## config.mk

```make
export PLATFORM = sky130hd
export DESIGN_NAME = iqe_seq
export DESIGN_NICKNAME = d
export VERILOG_FILES = /design/src/design/iqe_pkg.sv /design/src/design/iqe_seq.sv
export SDC_FILE = /design/constraint.sdc
export NUM_CORES = 1
export LEC_CHECK = 0
export BUFFER_PORTS_ARGS = -buffer_cell sky130_fd_sc_hd__buf_2
export CAP_MARGIN = 40
export CORE_MARGIN = 2
export CORE_UTILIZATION = 40
export DETAILED_ROUTE_END_ITERATION = 10
export PLACE_DENSITY = 0.66
export SYNTH_ARGS = -nofsm -noshare
export SYNTH_HDL_FRONTEND = slang
export SYNTH_SLANG_ARGS = --single-unit
```

## constraint.sdc

```tcl
create_clock -name clk -period 4.6 [get_ports clk]
set_input_delay 0.46 -clock clk [delete_from_list [all_inputs] [get_ports clk]]
set_output_delay 0.46 -clock clk [all_outputs]
set_load 0.1 [all_outputs]
```

## src/design/iqe_pkg.sv

```systemverilog
package iqe_pkg;

  localparam int NUM_SPINS = 64;
  localparam int IDX_W     = $clog2(NUM_SPINS);
  localparam int ADDR_W    = $clog2(NUM_SPINS * NUM_SPINS);
  localparam int ROW_W     = 6;
  localparam int COEF_W    = 16;
  localparam int RES_W     = 32;
  localparam int CMP_W     = ((IDX_W > ROW_W) ? IDX_W : ROW_W) + 1;
  localparam int ACC_W     = COEF_W + ADDR_W + 3;
  localparam int SAT_W     = (ACC_W > RES_W) ? ACC_W : RES_W + 1;

  localparam logic KIND_FLIP   = 1'b0;
  localparam logic KIND_ENERGY = 1'b1;

  typedef enum logic [1:0] {
    FUNC_COEF,
    FUNC_SPIN,
    FUNC_FLIP,
    FUNC_ENERGY
  } func_t;

  typedef enum logic [1:0] {
    TERM_NONE,
    TERM_ADD,
    TERM_SUB
  } term_t;

  typedef enum logic [2:0] {
    FIN_POS,
    FIN_NEG,
    FIN_POS2,
    FIN_NEG2,
    FIN_ZERO
  } fin_t;

  typedef enum logic [2:0] {
    S_IDLE,
    S_WR_A,
    S_WR_B,
    S_FLIP,
    S_ENERGY,
    S_FIN
  } state_t;

  typedef struct packed {
    logic  term_en;
    logic  first;
    term_t term;
    logic  fin_en;
    fin_t  fin;
    logic  kind;
  } acc_ctrl_t;

  function automatic logic in_range(logic [ROW_W-1:0] v);
    return CMP_W'(v) < CMP_W'(NUM_SPINS);
  endfunction

  function automatic logic [ADDR_W-1:0] coef_addr(logic [IDX_W-1:0] r, logic [IDX_W-1:0] c);
    return ADDR_W'(ADDR_W'(r) * ADDR_W'(NUM_SPINS)) + ADDR_W'(c);
  endfunction

endpackage

```

## src/design/iqe_seq.sv

```systemverilog
module iqe_seq (
  input  logic                         clk,
  input  logic                         rst,
  input  logic                         model_kind,
  input  logic                         in_valid,
  output logic                         in_ready,
  input  logic [1:0]                   func,
  input  logic [iqe_pkg::ROW_W-1:0]    row_index,
  input  logic [iqe_pkg::ROW_W-1:0]    col_index,
  input  logic [iqe_pkg::COEF_W-1:0]   coef_value,
  input  logic                         spin_value,
  output logic                         ram_we,
  output logic [iqe_pkg::ADDR_W-1:0]   ram_waddr,
  output logic [iqe_pkg::COEF_W-1:0]   ram_wdata,
  output logic                         ram_re,
  output logic [iqe_pkg::ADDR_W-1:0]   ram_raddr,
  input  logic                         out_busy,
  output iqe_pkg::acc_ctrl_t           ctrl
);
  import iqe_pkg::*;

  state_t               state, state_next;
  logic [IDX_W-1:0]     i_idx, i_next;
  logic [IDX_W-1:0]     j_idx, j_next;
  logic [IDX_W-1:0]     wr_row, wr_row_next;
  logic [IDX_W-1:0]     wr_col, wr_col_next;
  logic [COEF_W-1:0]    wr_coef, wr_coef_next;
  logic [NUM_SPINS-1:0] spins, spins_next;
  logic                 first, first_next;
  fin_t                 fin_sel, fin_sel_next;
  logic                 kind, kind_next;
  acc_ctrl_t            ctrl_next;
  logic                 row_ok, col_ok, s_i, s_j, j_last, i_last;
  logic [IDX_W-1:0]     row_idx, col_idx;

  assign row_ok  = in_range(row_index);
  assign col_ok  = in_range(col_index);
  assign row_idx = IDX_W'(row_index);
  assign col_idx = IDX_W'(col_index);
  assign s_i     = spins[i_idx];
  assign s_j     = spins[j_idx];
  assign j_last  = (j_idx == IDX_W'(NUM_SPINS - 1));
  assign i_last  = (i_idx == IDX_W'(NUM_SPINS - 1));
  assign in_ready = (state == S_IDLE);

  always_ff @(posedge clk) begin
    if (rst) begin
      state <= S_IDLE;
      spins <= '1;
      ctrl  <= '0;
    end else begin
      state <= state_next;
      spins <= spins_next;
      ctrl  <= ctrl_next;
    end
    i_idx   <= i_next;
    j_idx   <= j_next;
    wr_row  <= wr_row_next;
    wr_col  <= wr_col_next;
    wr_coef <= wr_coef_next;
    first   <= first_next;
    fin_sel <= fin_sel_next;
    kind    <= kind_next;
  end

  always_comb begin
    state_next   = state;
    i_next       = i_idx;
    j_next       = j_idx;
    wr_row_next  = wr_row;
    wr_col_next  = wr_col;
    wr_coef_next = wr_coef;
    spins_next   = spins;
    first_next   = first;
    fin_sel_next = fin_sel;
    kind_next    = kind;
    ctrl_next    = '0;
    ram_we       = 1'b0;
    ram_waddr    = coef_addr(wr_row, wr_col);
    ram_wdata    = wr_coef;
    ram_re       = 1'b0;
    ram_raddr    = coef_addr(i_idx, j_idx);

    unique case (state)
      S_IDLE: begin
        if (in_valid) begin
          unique case (func_t'(func))
            FUNC_COEF: begin
              if (row_ok && col_ok) begin
                wr_row_next  = row_idx;
                wr_col_next  = col_idx;
                wr_coef_next = coef_value;
                state_next   = S_WR_A;
              end
            end
            FUNC_SPIN: begin
              if (row_ok) begin
                spins_next[row_idx] = spin_value;
              end
            end
            FUNC_FLIP: begin
              kind_next = KIND_FLIP;
              if (row_ok) begin
                i_next     = row_idx;
                j_next     = '0;
                first_next = 1'b1;
                state_next = S_FLIP;
              end else begin
                fin_sel_next = FIN_ZERO;
                state_next   = S_FIN;
              end
            end
            FUNC_ENERGY: begin
              kind_next  = KIND_ENERGY;
              i_next     = '0;
              j_next     = '0;
              first_next = 1'b1;
              state_next = S_ENERGY;
            end
            default: ;
          endcase
        end
      end
      S_WR_A: begin
        ram_we     = 1'b1;
        state_next = S_WR_B;
      end
      S_WR_B: begin
        ram_we     = 1'b1;
        ram_waddr  = coef_addr(wr_col, wr_row);
        state_next = S_IDLE;
      end
      S_FLIP: begin
        ram_re            = 1'b1;
        ctrl_next.term_en = 1'b1;
        ctrl_next.first   = first;
        first_next        = 1'b0;
        if (j_idx == i_idx) begin
          ctrl_next.term = TERM_ADD;
        end else if (model_kind) begin
          ctrl_next.term = s_j ? TERM_ADD : TERM_NONE;
        end else begin
          ctrl_next.term = s_j ? TERM_ADD : TERM_SUB;
        end
        if (j_last) begin
          if (model_kind) begin
            fin_sel_next = s_i ? FIN_NEG : FIN_POS;
          end else begin
            fin_sel_next = s_i ? FIN_NEG2 : FIN_POS2;
          end
          state_next = S_FIN;
        end else begin
          j_next = IDX_W'(j_idx + 1'b1);
        end
      end
      S_ENERGY: begin
        ram_re            = 1'b1;
        ctrl_next.term_en = 1'b1;
        ctrl_next.first   = first;
        first_next        = 1'b0;
        if (j_idx == i_idx) begin
          if (model_kind) begin
            ctrl_next.term = s_i ? TERM_ADD : TERM_NONE;
          end else begin
            ctrl_next.term = s_i ? TERM_ADD : TERM_SUB;
          end
        end else if (model_kind) begin
          ctrl_next.term = (s_i && s_j) ? TERM_ADD : TERM_NONE;
        end else begin
          ctrl_next.term = (s_i == s_j) ? TERM_ADD : TERM_SUB;
        end
        if (j_last && i_last) begin
          fin_sel_next = FIN_POS;
          state_next   = S_FIN;
        end else if (j_last) begin
          i_next = IDX_W'(i_idx + 1'b1);
          j_next = IDX_W'(i_idx + 1'b1);
        end else begin
          j_next = IDX_W'(j_idx + 1'b1);
        end
      end
      S_FIN: begin
        if (!out_busy) begin
          ctrl_next.fin_en = 1'b1;
          ctrl_next.fin    = fin_sel;
          ctrl_next.kind   = kind;
          state_next       = S_IDLE;
        end
      end
      default: state_next = S_IDLE;
    endcase
  end

endmodule

```

==> results of run 1 <==
## cell type report
cell class / count / share of cell area [%]
clock inverter: 15 / 2.21
timing repair buffer: 96 / 7.13
inverter: 9 / 0.441
tap: 216 / 3.53
sequential: 119 / 36.9
clock buffer: 17 / 5.56
multi-input combinational: 438 / 44.3
## metal layers
metal	wire [microns]	vias to the layer above	global-route usage, %
met2	8270	237	32.2
met1	7170	2605	24.9
met3	1260	43	5.34
met4	608	0	9.78
li1	-	2474	-
met5	0	-	0
## cell usage after synthesis (all sizes together) (2+ instances only)
cell     n  area share [%]
o22ai    2            0.19
a221oi   2            0.27
or2      5            0.48
inv      9            0.52
nand4    3            0.29
nand4b   2            0.36
a311o   32             4.9
a31oi    2            0.29
nand2   60             3.4
a21boi  32             3.7
nand2b   2            0.19
and3     7            0.67
mux2i    2            0.31
a22oi    3            0.34
dfxtp   75              23
nor2    50             2.9
clkbuf  38             2.2
or3b     2            0.27
a21oi   10            0.77
nor4     2            0.19
a311oi   3            0.40
a32oi    2            0.27
and3b    2            0.27
nand3b  39             4.5
nor3b    5            0.90
nor2b    5            0.48
mux2    13             2.2
ha       3            0.57
o21ai   51             3.9
or3      2            0.19
edfxtp  44              20
nor3     8            0.77
xor2     6            0.80
and2     6            0.57
mux4    34              12
nand3   22             1.7
and4     2            0.27
buf     24             2.4
xnor2    9             1.2
## metrics by stage
step	util, %	cells	hold WS [ns]	worst slack, ns	power (uW)
detailed placement	44.3	878	0.446	1.30	2210
floorplan	-	628	0.420	1.16	2050
CTS	48.0	910	0.199	1.28	3530
global placement	43.7	872	0.436	1.38	2190
finish	48.0	910	0.215	1.30	3520
global route	48.0	910	0.196	1.04	3640
## kinds of logic (layout without fill, tap and decap cells)
family	after synthesis	after routing	synth area share [%]
other cells	1	1	0.0573
buf+inv	71	137	5.05
simple gates	224	224	18.4
mux	49	49	14.7
xor+xnor	15	15	2.01
compound gates	146	146	16.1
flops	119	119	43.2
fa+ha+maj	3	3	0.574
## power by group through the flow
stage                     logic, uW  clock network [uW]  registers [uW]
after floorplan                 632                   0            1420
after global placement          907                   0            1280
after detailed placement        927                   0            1290
final                           928                1320            1270
after global routing            980                1390            1270
after CTS                       929                1340            1260
## layout by cell type (no fill, tap or decap), types with 3 or more instances in the layout
master / count
a21boi_0: 32
a21oi_1: 10
a22oi_1: 3
a311o_1: 32
a311oi_1: 3
and2_1: 6
and3_1: 7
buf_2: 86
buf_4: 5
clkbuf_16: 17
clkinv_4: 4
clkinvlp_4: 4
dfxtp_1: 75
edfxtp_1: 44
ha_1: 3
inv_1: 9
inv_6: 5
mux2_2: 13
mux4_1: 8
mux4_2: 26
nand2_1: 60
nand3_1: 22
nand3b_1: 39
nand4_1: 3
nor2_1: 50
nor2b_1: 5
nor3_1: 6
o21ai_0: 50
or2_2: 5
xnor2_1: 9
xor2_1: 6
## sequential cells by signal (all words and copies together) (netlist names)
signal / flops
state: 3
ram_wdata: 16
first: 1
spins: 64
j_idx: 6
ctrl: 8
fin_sel: 2
wr_col: 6
wr_row: 6
kind: 1
i_idx: 6
## path summary, 6_finish.rpt
kind,startpoint,end,cells after the start
min,coef_value[3],ram_wdata[3],1
max,i_idx[0],ctrl[5],11
min reg2reg,first,ctrl[7],1
max reg2reg,i_idx[0],ctrl[5],11
==> impl_metrics.yaml, run 1 <==
route:
  wl_microns: 17300
  vias: 5359
  dr.pass1.iters: 5
  vias_per_cell: 5.89
  dr.first_iter.drc_count: 361
  post-route-drc-count: 0
  antenna_left: 0
  wl_per_cell_microns: 19.0
die:
  row_count: 46
  dieArea_sq_um: 17400
  dieWidth_microns: 132
  pin_count: 88
  fp.dieH_microns: 132
  initial_core_util_pct: 41.0
  core-area_sq_um: 15900
sta:
  skew_ns: 0.00632
  layout_min_cycle_time_ns: 3.30
  rsz0062_at_grt: "no"
  slew_headroom_pct: 41.6
  fmax_ghz: 0.303
  setup_tns_ns: 0
  hold_viol: 0
  finalCritPeriodShare_pct: 71.8
  worstMarginPinSlew_ns: 0.877
  final_max_slew_viol_count: 0
  setup-violations-final: 0
global_routing:
  grt_pass1_vias: 5270
  grt.total_usage_pct: 20.0
  grt_first_pass_wirelength_microns: 27600
  grt_start_max_net_pins: 53
  antenna_found_initial: 0
  grt_overflow_total: 0
placement:
  gp_congestion: 0.883
  dp_hpwl_microns: 11900
  place_area_sq_um: 7060
  portBuffers: 86
clock_network:
  cts_sinks: 119
  clk_pin_slew_ns: 0.06
  clockBufferDepth: 2
  post_cts_buffers: 0
  clockRootBuffer: "clkbuf_16"
  cts_resized: 0
  cts_max_level: 4
  cts-buffers-inserted: 17
  cts_tree: "yes"
  cts_hold_buf: 0
  clkLatencyLatePin_ns: 0.42
pwr:
  comb_power_share_pct: 26.4
  p_int_uw: 2190
  p_leak_uw: 0.00263
  p_sw_uw: 1320
  seqPwrFrac_pct: 36.0
  p_clk_share_pct: 37.6
  peakVddDrop_v: 0.000271
  p_sw_share_pct: 37.6
  powerDensity_nw_per_um2: 459
final_layout:
  area_growth_pct: 17.0
  fillerInstances: 1445
  num-nets-final: 720
  multi_input_area_sq_um: 3390
  final_area_sq_um: 7650
  layout-drive-gt1-share_pct: 26.5
  seqCellArea_sq_um: 2820
  diodes: 0
worst_hold_path:
  worstHoldPathType: "input port to register"
worst_setup_path:
  setup.worst_path.end_class: "register"
  cpMaxStageDelayCell: "edfxtp_1"
  cpLargestDelayFamily: "compound AO/OA/AOI/OAI gates"
  crit_chain: "mux4_2, mux2i_1, a221oi_1, o21ai_1, nand3_1, ha_1, nor2_1, a21oi_1, o21ai_0, o21ba_2, o211a_1"
  cp.required_ns: 4.96
  worstPathArrival_ns: 3.67
  critPathLaunchType: "register"
  crit_fanout: 19
  critPathMaxStageDelay_ns: 0.92
  path_class: "register to register"
  timing.reg2reg.setup_slack_ns: 1.30
  crit_buf_inv: 0
logic_synthesis:
  syn_nets: 667
  syn_area_per_cell_sq_um: 10.4
  ys_ff_latch: 119
  synth-main-ff-cell: "dfxtp_1"
  synth_async_sr_flop_share_pct: 0
  syn-cell-area_sq_um: 6540
  ys_types: 57
  yosysSeqAreaShare_pct: 43.2
  synth_warnings: 0
  synth_cells: 628
  synth_edf_count: 44
outcome:
  status: "finished clean"
flow_run:
  maxCapViolCount: 0
No activity file was read; power rests on OpenSTA's default activity.
==> run 2: changes to the inputs <==
==> constraint.sdc (replaced) <==
create_clock -name clk -period 3.2 [get_ports clk]
set_input_delay 0.32 -clock clk [delete_from_list [all_inputs] [get_ports clk]]
set_output_delay 0.32 -clock clk [all_outputs]
set_load 0.1 [all_outputs]
==> run 2 against run 1 <==
Net effect:
- final cell count increased by 1.8%
- sequential power rose by 40%
- critical path depth is the same
- largest power group unchanged
==> impl_metrics.yaml, run 2 (synthesis gave the netlist of run 1 again) <==
outcome:
  status: "finished clean"
final_layout:
  final_common_cell: "buf_2"
  num-nets-final: 736
  final_cell_mix: "87 x buf_2, 75 x dfxtp_1, 60 x nand2_1"
  fillerInstances: 1421
  fin_cells: 926
  top_register: "spins"
  largest_register_ffs: 64
  diodes: 0
  area_growth_pct: 18.1
  layout-drive-gt1-share_pct: 28.7
sta:
  setup-violations-final: 0
  worstMarginPinSlew_ns: 0.827
  slew_headroom_pct: 44.7
  worst_slack_ns: 0.200
  setup_tns_ns: 0
  skew_ns: 0.0145
  finalCritPeriodShare_pct: 93.7
  fmax_ghz: 0.333
  layout_min_cycle_time_ns: 3.00
  rsz0062_at_grt: "no"
  hold_viol: 0
  final_max_slew_viol_count: 0
route:
  antenna_left: 0
  post-route-drc-count: 0
  dr.pass1.iters: 5
  vias: 5436
  wl_microns: 17600
  dr.first_iter.drc_count: 595
  vias_per_cell: 5.87
  wl_per_cell_microns: 19.0
global_routing:
  grt_start_max_net_pins: 56
  antenna_found_initial: 0
  grt_overflow_total: 0
  grt.total_usage_pct: 20.4
  grt_pass1_vias: 5288
  grt_first_pass_wirelength_microns: 28000
worst_setup_path:
  crit_fanout: 13
  path_class: "register to register"
  critPathLaunchType: "register"
  cp.required_ns: 3.53
  setup.worst_path.end_class: "register"
  worstPathArrival_ns: 3.33
placement:
  dp_hpwl_microns: 12000
  gp_congestion: 0.909
  dp.cells: 890
  portBuffers: 86
  dpl_worst_slack_ns: 0.138
die:
  initial_core_util_pct: 41.0
  pin_count: 88
  dieWidth_microns: 132
  row_count: 46
  core-area_sq_um: 15900
  fp.dieH_microns: 132
  dieArea_sq_um: 17400
pwr:
  peakVddDrop_v: 0.000390
  p_sw_uw: 1940
  seqPwrFrac_pct: 35.3
  p_leak_uw: 0.00270
  p_sw_share_pct: 38.4
  comb_power_share_pct: 28.2
  p_clk_share_pct: 36.4
  powerDensity_nw_per_um2: 653
  p_int_uw: 3110
clock_network:
  cts_sinks: 119
  cts-buffers-inserted: 17
  cts_hold_buf: 0
  clockRootBuffer: "clkbuf_16"
  cts_tree: "yes"
  cts_resized: 0
  clk_pin_slew_ns: 0.06
  clkLatencyLatePin_ns: 0.43
  clockBufferDepth: 2
  post_cts_buffers: 0
  cts_max_level: 4
worst_hold_path:
  worstHoldPathType: "input port to register"
flow_run:
  maxCapViolCount: 0
-- run 2: cell types whose count changed in the layout (fill, tap and decap cells not counted), sizes merged --
cell | previous run | this run
inv | 14 | 16
buf | 96 | 112
clkinv | 4 | 3
bufinv | 2 | 1
-- run 2: stage by stage --
| step | instance area (sq um) | hold WS, ns | util (%) | total power, uW |
|---|---|---|---|---|
| finish | 7730 | 0.0726 | 48.5 | 5050 |
| global route | 7730 | 0.0516 | 48.5 | 5240 |
| CTS | 7680 | 0.0506 | 48.2 | 5060 |
| detailed placement | 7110 | 0.454 | 44.6 | 3220 |
| global placement | 7080 | 0.435 | 44.4 | 3180 |
| floorplan | 6550 | 0.419 | - | 2960 |
-- run 2: power by group through the flow --
stage,registers (uW),logic (uW),clock network [uW]
floorplan,2040,916,0
global placement,1820,1370,0
detailed placement,1820,1400,0
CTS,1790,1400,1870
global route,1790,1500,1940
finish,1780,1420,1840
-- run 2: final timing paths --
kind,from,to,slack [ns],cells past startpoint
max,j_idx[0],ctrl[5],0.20,11
min,coef_value[12],ram_wdata[12],0.07,1
max reg2reg,j_idx[0],ctrl[5],0.20,11
min reg2reg,first,ctrl[7],0.46,1
-- run 2: per-layer routing --
| metal | wire [microns] | GRT usage (%) | share of wire, % |
|---|---|---|---|
| met5 | 0 | 0 | 0 |
| met4 | 391 | 8.88 | 2.2 |
| met3 | 1200 | 5.96 | 6.9 |
| met2 | 8580 | 32.9 | 49 |
| met1 | 7380 | 25.6 | 42 |
-- run 2: layout make-up --
type,count,area (sq um),area share (%)
tap,216,270,3.50
multi-input combinational,438,3380,43.8
clock buffer,17,425,5.51
timing repair buffer,112,648,8.39
inverter,9,33.8,0.437
clock inverter,15,144,1.86
sequential,119,2820,36.5
-- run 2: critical path: stages, from the launching register on --
cell,delay [ns]
edfxtp_1,0.42
buf_4,0.29
mux4_2,0.53
mux4_2,0.49
nand2_1,0.10
a31oi_2,0.12
ha_1,0.35
nor2_1,0.04
a21oi_1,0.13
o21ai_1,0.09
o21ba_2,0.21
o211a_1,0.11
==> run 3: changes to the inputs <==
--- a/config.mk
+++ b/config.mk
@@ -7,10 +7,13 @@
 export LEC_CHECK = 0
 export BUFFER_PORTS_ARGS = -buffer_cell sky130_fd_sc_hd__buf_2
 export CAP_MARGIN = 40
+export CELL_PAD_IN_SITES_DETAIL_PLACEMENT = 2
+export CELL_PAD_IN_SITES_GLOBAL_PLACEMENT = 2
 export CORE_MARGIN = 2
-export CORE_UTILIZATION = 40
+export CORE_UTILIZATION = 37
+export CTS_CLUSTER_DIAMETER = 50
 export DETAILED_ROUTE_END_ITERATION = 10
-export PLACE_DENSITY = 0.66
+export PLACE_DENSITY = 0.86
 export SYNTH_ARGS = -nofsm -noshare
 export SYNTH_HDL_FRONTEND = slang
 export SYNTH_SLANG_ARGS = --single-unit
==> run 3 against run 2 <==
Net effect:
- the flow now finishes with violations (setup timing)
- fmax is 7.9% lower
- critical path depth is 2 higher
- die area is 7.9% higher
- sequential power hardly changed
- global-route usage is 10 points higher
- design area is 3.3% higher
- non-clock buffer count is 21 higher
- flip-flop and latch count stayed put
- clock skew is 0.0021 ns higher
- largest cell class unchanged
==> impl_metrics.yaml, run 3 (synthesis gave the netlist of run 1 again) <==
outcome:
  status: "finished, violations left"
  violations: "setup timing"
die:
  dieArea_sq_um: 18800
  fp.dieH_microns: 137
  core-area_sq_um: 17300
  pin_count: 88
  dieWidth_microns: 137
  initial_core_util_pct: 37.8
  row_count: 48
route:
  post-route-drc-count: 0
  antenna_left: 0
  dr.pass1.iters: 7
  vias: 6537
  wl_per_cell_microns: 32.9
  dr.first_iter.drc_count: 864
  wl_microns: 31400
  vias_per_cell: 6.84
final_layout:
  final_common_cell: "buf_2"
  final_cell_mix: "88 x buf_2, 75 x dfxtp_1, 60 x nand2_1"
  largest_register_ffs: 64
  top_register: "spins"
  layout-drive-gt1-share_pct: 30.9
  diodes: 0
  area_growth_pct: 22.0
  num-nets-final: 757
  final_area_sq_um: 7980
  fillerInstances: 1746
  final_util_pct: 46.1
clock_network:
  cts_tree: "yes"
  cts-buffers-inserted: 17
  clockRootBuffer: "clkbuf_16"
  clockBufferDepth: 2
  clkLatencyLatePin_ns: 0.43
  clk_pin_slew_ns: 0.06
  cts_sinks: 119
  cts_max_level: 4
  cts_hold_buf: 0
flow_run:
  maxCapViolCount: 0
sta:
  final_max_slew_viol_count: 0
  skew_ns: 0.0166
  slew_headroom_pct: 36.1
  hold_slack_ns: 0.0727
  hold_viol: 0
  layout_min_cycle_time_ns: 3.26
  finalCritPeriodShare_pct: 102
  setup-violations-final: 1
  setup_tns_ns: -0.0554
  worstMarginPinSlew_ns: 0.957
  worst_slack_ns: -0.0554
  fmax_ghz: 0.307
global_routing:
  grt.total_usage_pct: 30.4
  antenna_found_initial: 0
  grt_start_max_net_pins: 52
  grt_overflow_total: 0
  grt_pass1_vias: 6628
  grt_first_pass_wirelength_microns: 41700
worst_setup_path:
  worstPathArrival_ns: 3.58
  critPathLaunchType: "register"
  path_class: "register to register"
  cp.required_ns: 3.52
  crit_fanout: 7
  setup.worst_path.end_class: "register"
placement:
  portBuffers: 86
  dp_hpwl_microns: 17300
  place_area_sq_um: 7170
  gp_congestion: 0.884
pwr:
  peakVddDrop_v: 0.000444
  p_leak_uw: 0.00284
  powerDensity_nw_per_um2: 684
  p_total_uw: 5460
worst_hold_path:
  worstHoldPathType: "input port to register"
-- run 3: cell types whose count changed in the layout (fill, tap and decap cells not counted), moves of 2 or more --
cell / change
clkinv_2: +3
clkbuf_1: +3
clkinvlp_4: -2
buf_4: +17
clkbuf_8: +4
clkbuf_16: +2
buf_12: +2
inv_6: -6
-- run 3: cell type report --
cell class | instances | area, sq um | share of cell area [%]
flip-flops and latches | 119 | 2820 | 35.4
inverters | 9 | 33.8 | 0.423
multi-input cells | 438 | 3410 | 42.8
clock inverters | 7 | 66.3 | 0.831
clock buffers | 25 | 517 | 6.48
repair buffers | 133 | 846 | 10.6
well taps | 225 | 282 | 3.53
-- run 3: timing repair --
action	4_1_cts	5_1_grt
hold endpoints to repair	0	0
pin swaps	1	1
endpoints found under the setup margin	1	1
setup buffers	6	13
resized for setup	2	3
cloned	0	1
-- run 3: report_power, final --
part | leakage, uW | switching, uW | internal [uW]
clock network | 0.000288 | 745 | 1190
registers | 0.00101 | 121 | 1660
logic | 0.00154 | 1290 | 447
-- run 3: critical path: stages, from the launching register on --
cell and delay (ns):
edfxtp_1 0.32, buf_4 0.17, buf_12 0.15, mux4_2 0.56, a2111oi_4 0.37, nor3_1 0.13
a32oi_1 0.27, a31oi_2 0.12, ha_4 0.37, nor2_1 0.05, a21oi_1 0.13, o21ai_1 0.12
o21ba_2 0.25, o211a_1 0.14
-- run 3: per-layer routing --
metal	part of all wire [%]	wire, microns	global-route usage (%)
met1	35	11000	34.3
met2	49	15500	52.8
met3	7.7	2420	6.15
met4	8.0	2530	18.3
met5	0	0	0
-- run 3: final timing paths --
path	start	endpoint	slack, ns	cells past startpoint
hold / removal	coef_value[2]	ram_wdata[2]	0.07	1
setup / recovery	j_idx[0]	ctrl[5]	-0.06	13
setup reg to reg	j_idx[0]	ctrl[5]	-0.06	13
hold reg to reg	kind	ctrl[0]	0.50	1
-- run 3: through the flow --
stage / instances / setup slack [ns]
3_5_place_dp: 903 / -0.0496
6_report: 956 / -0.0554
4_1_cts: 941 / 0.0297
2_1_floorplan: 628 / -0.121
3_3_place_gp: 900 / 0.224
5_1_grt: 956 / -0.0898
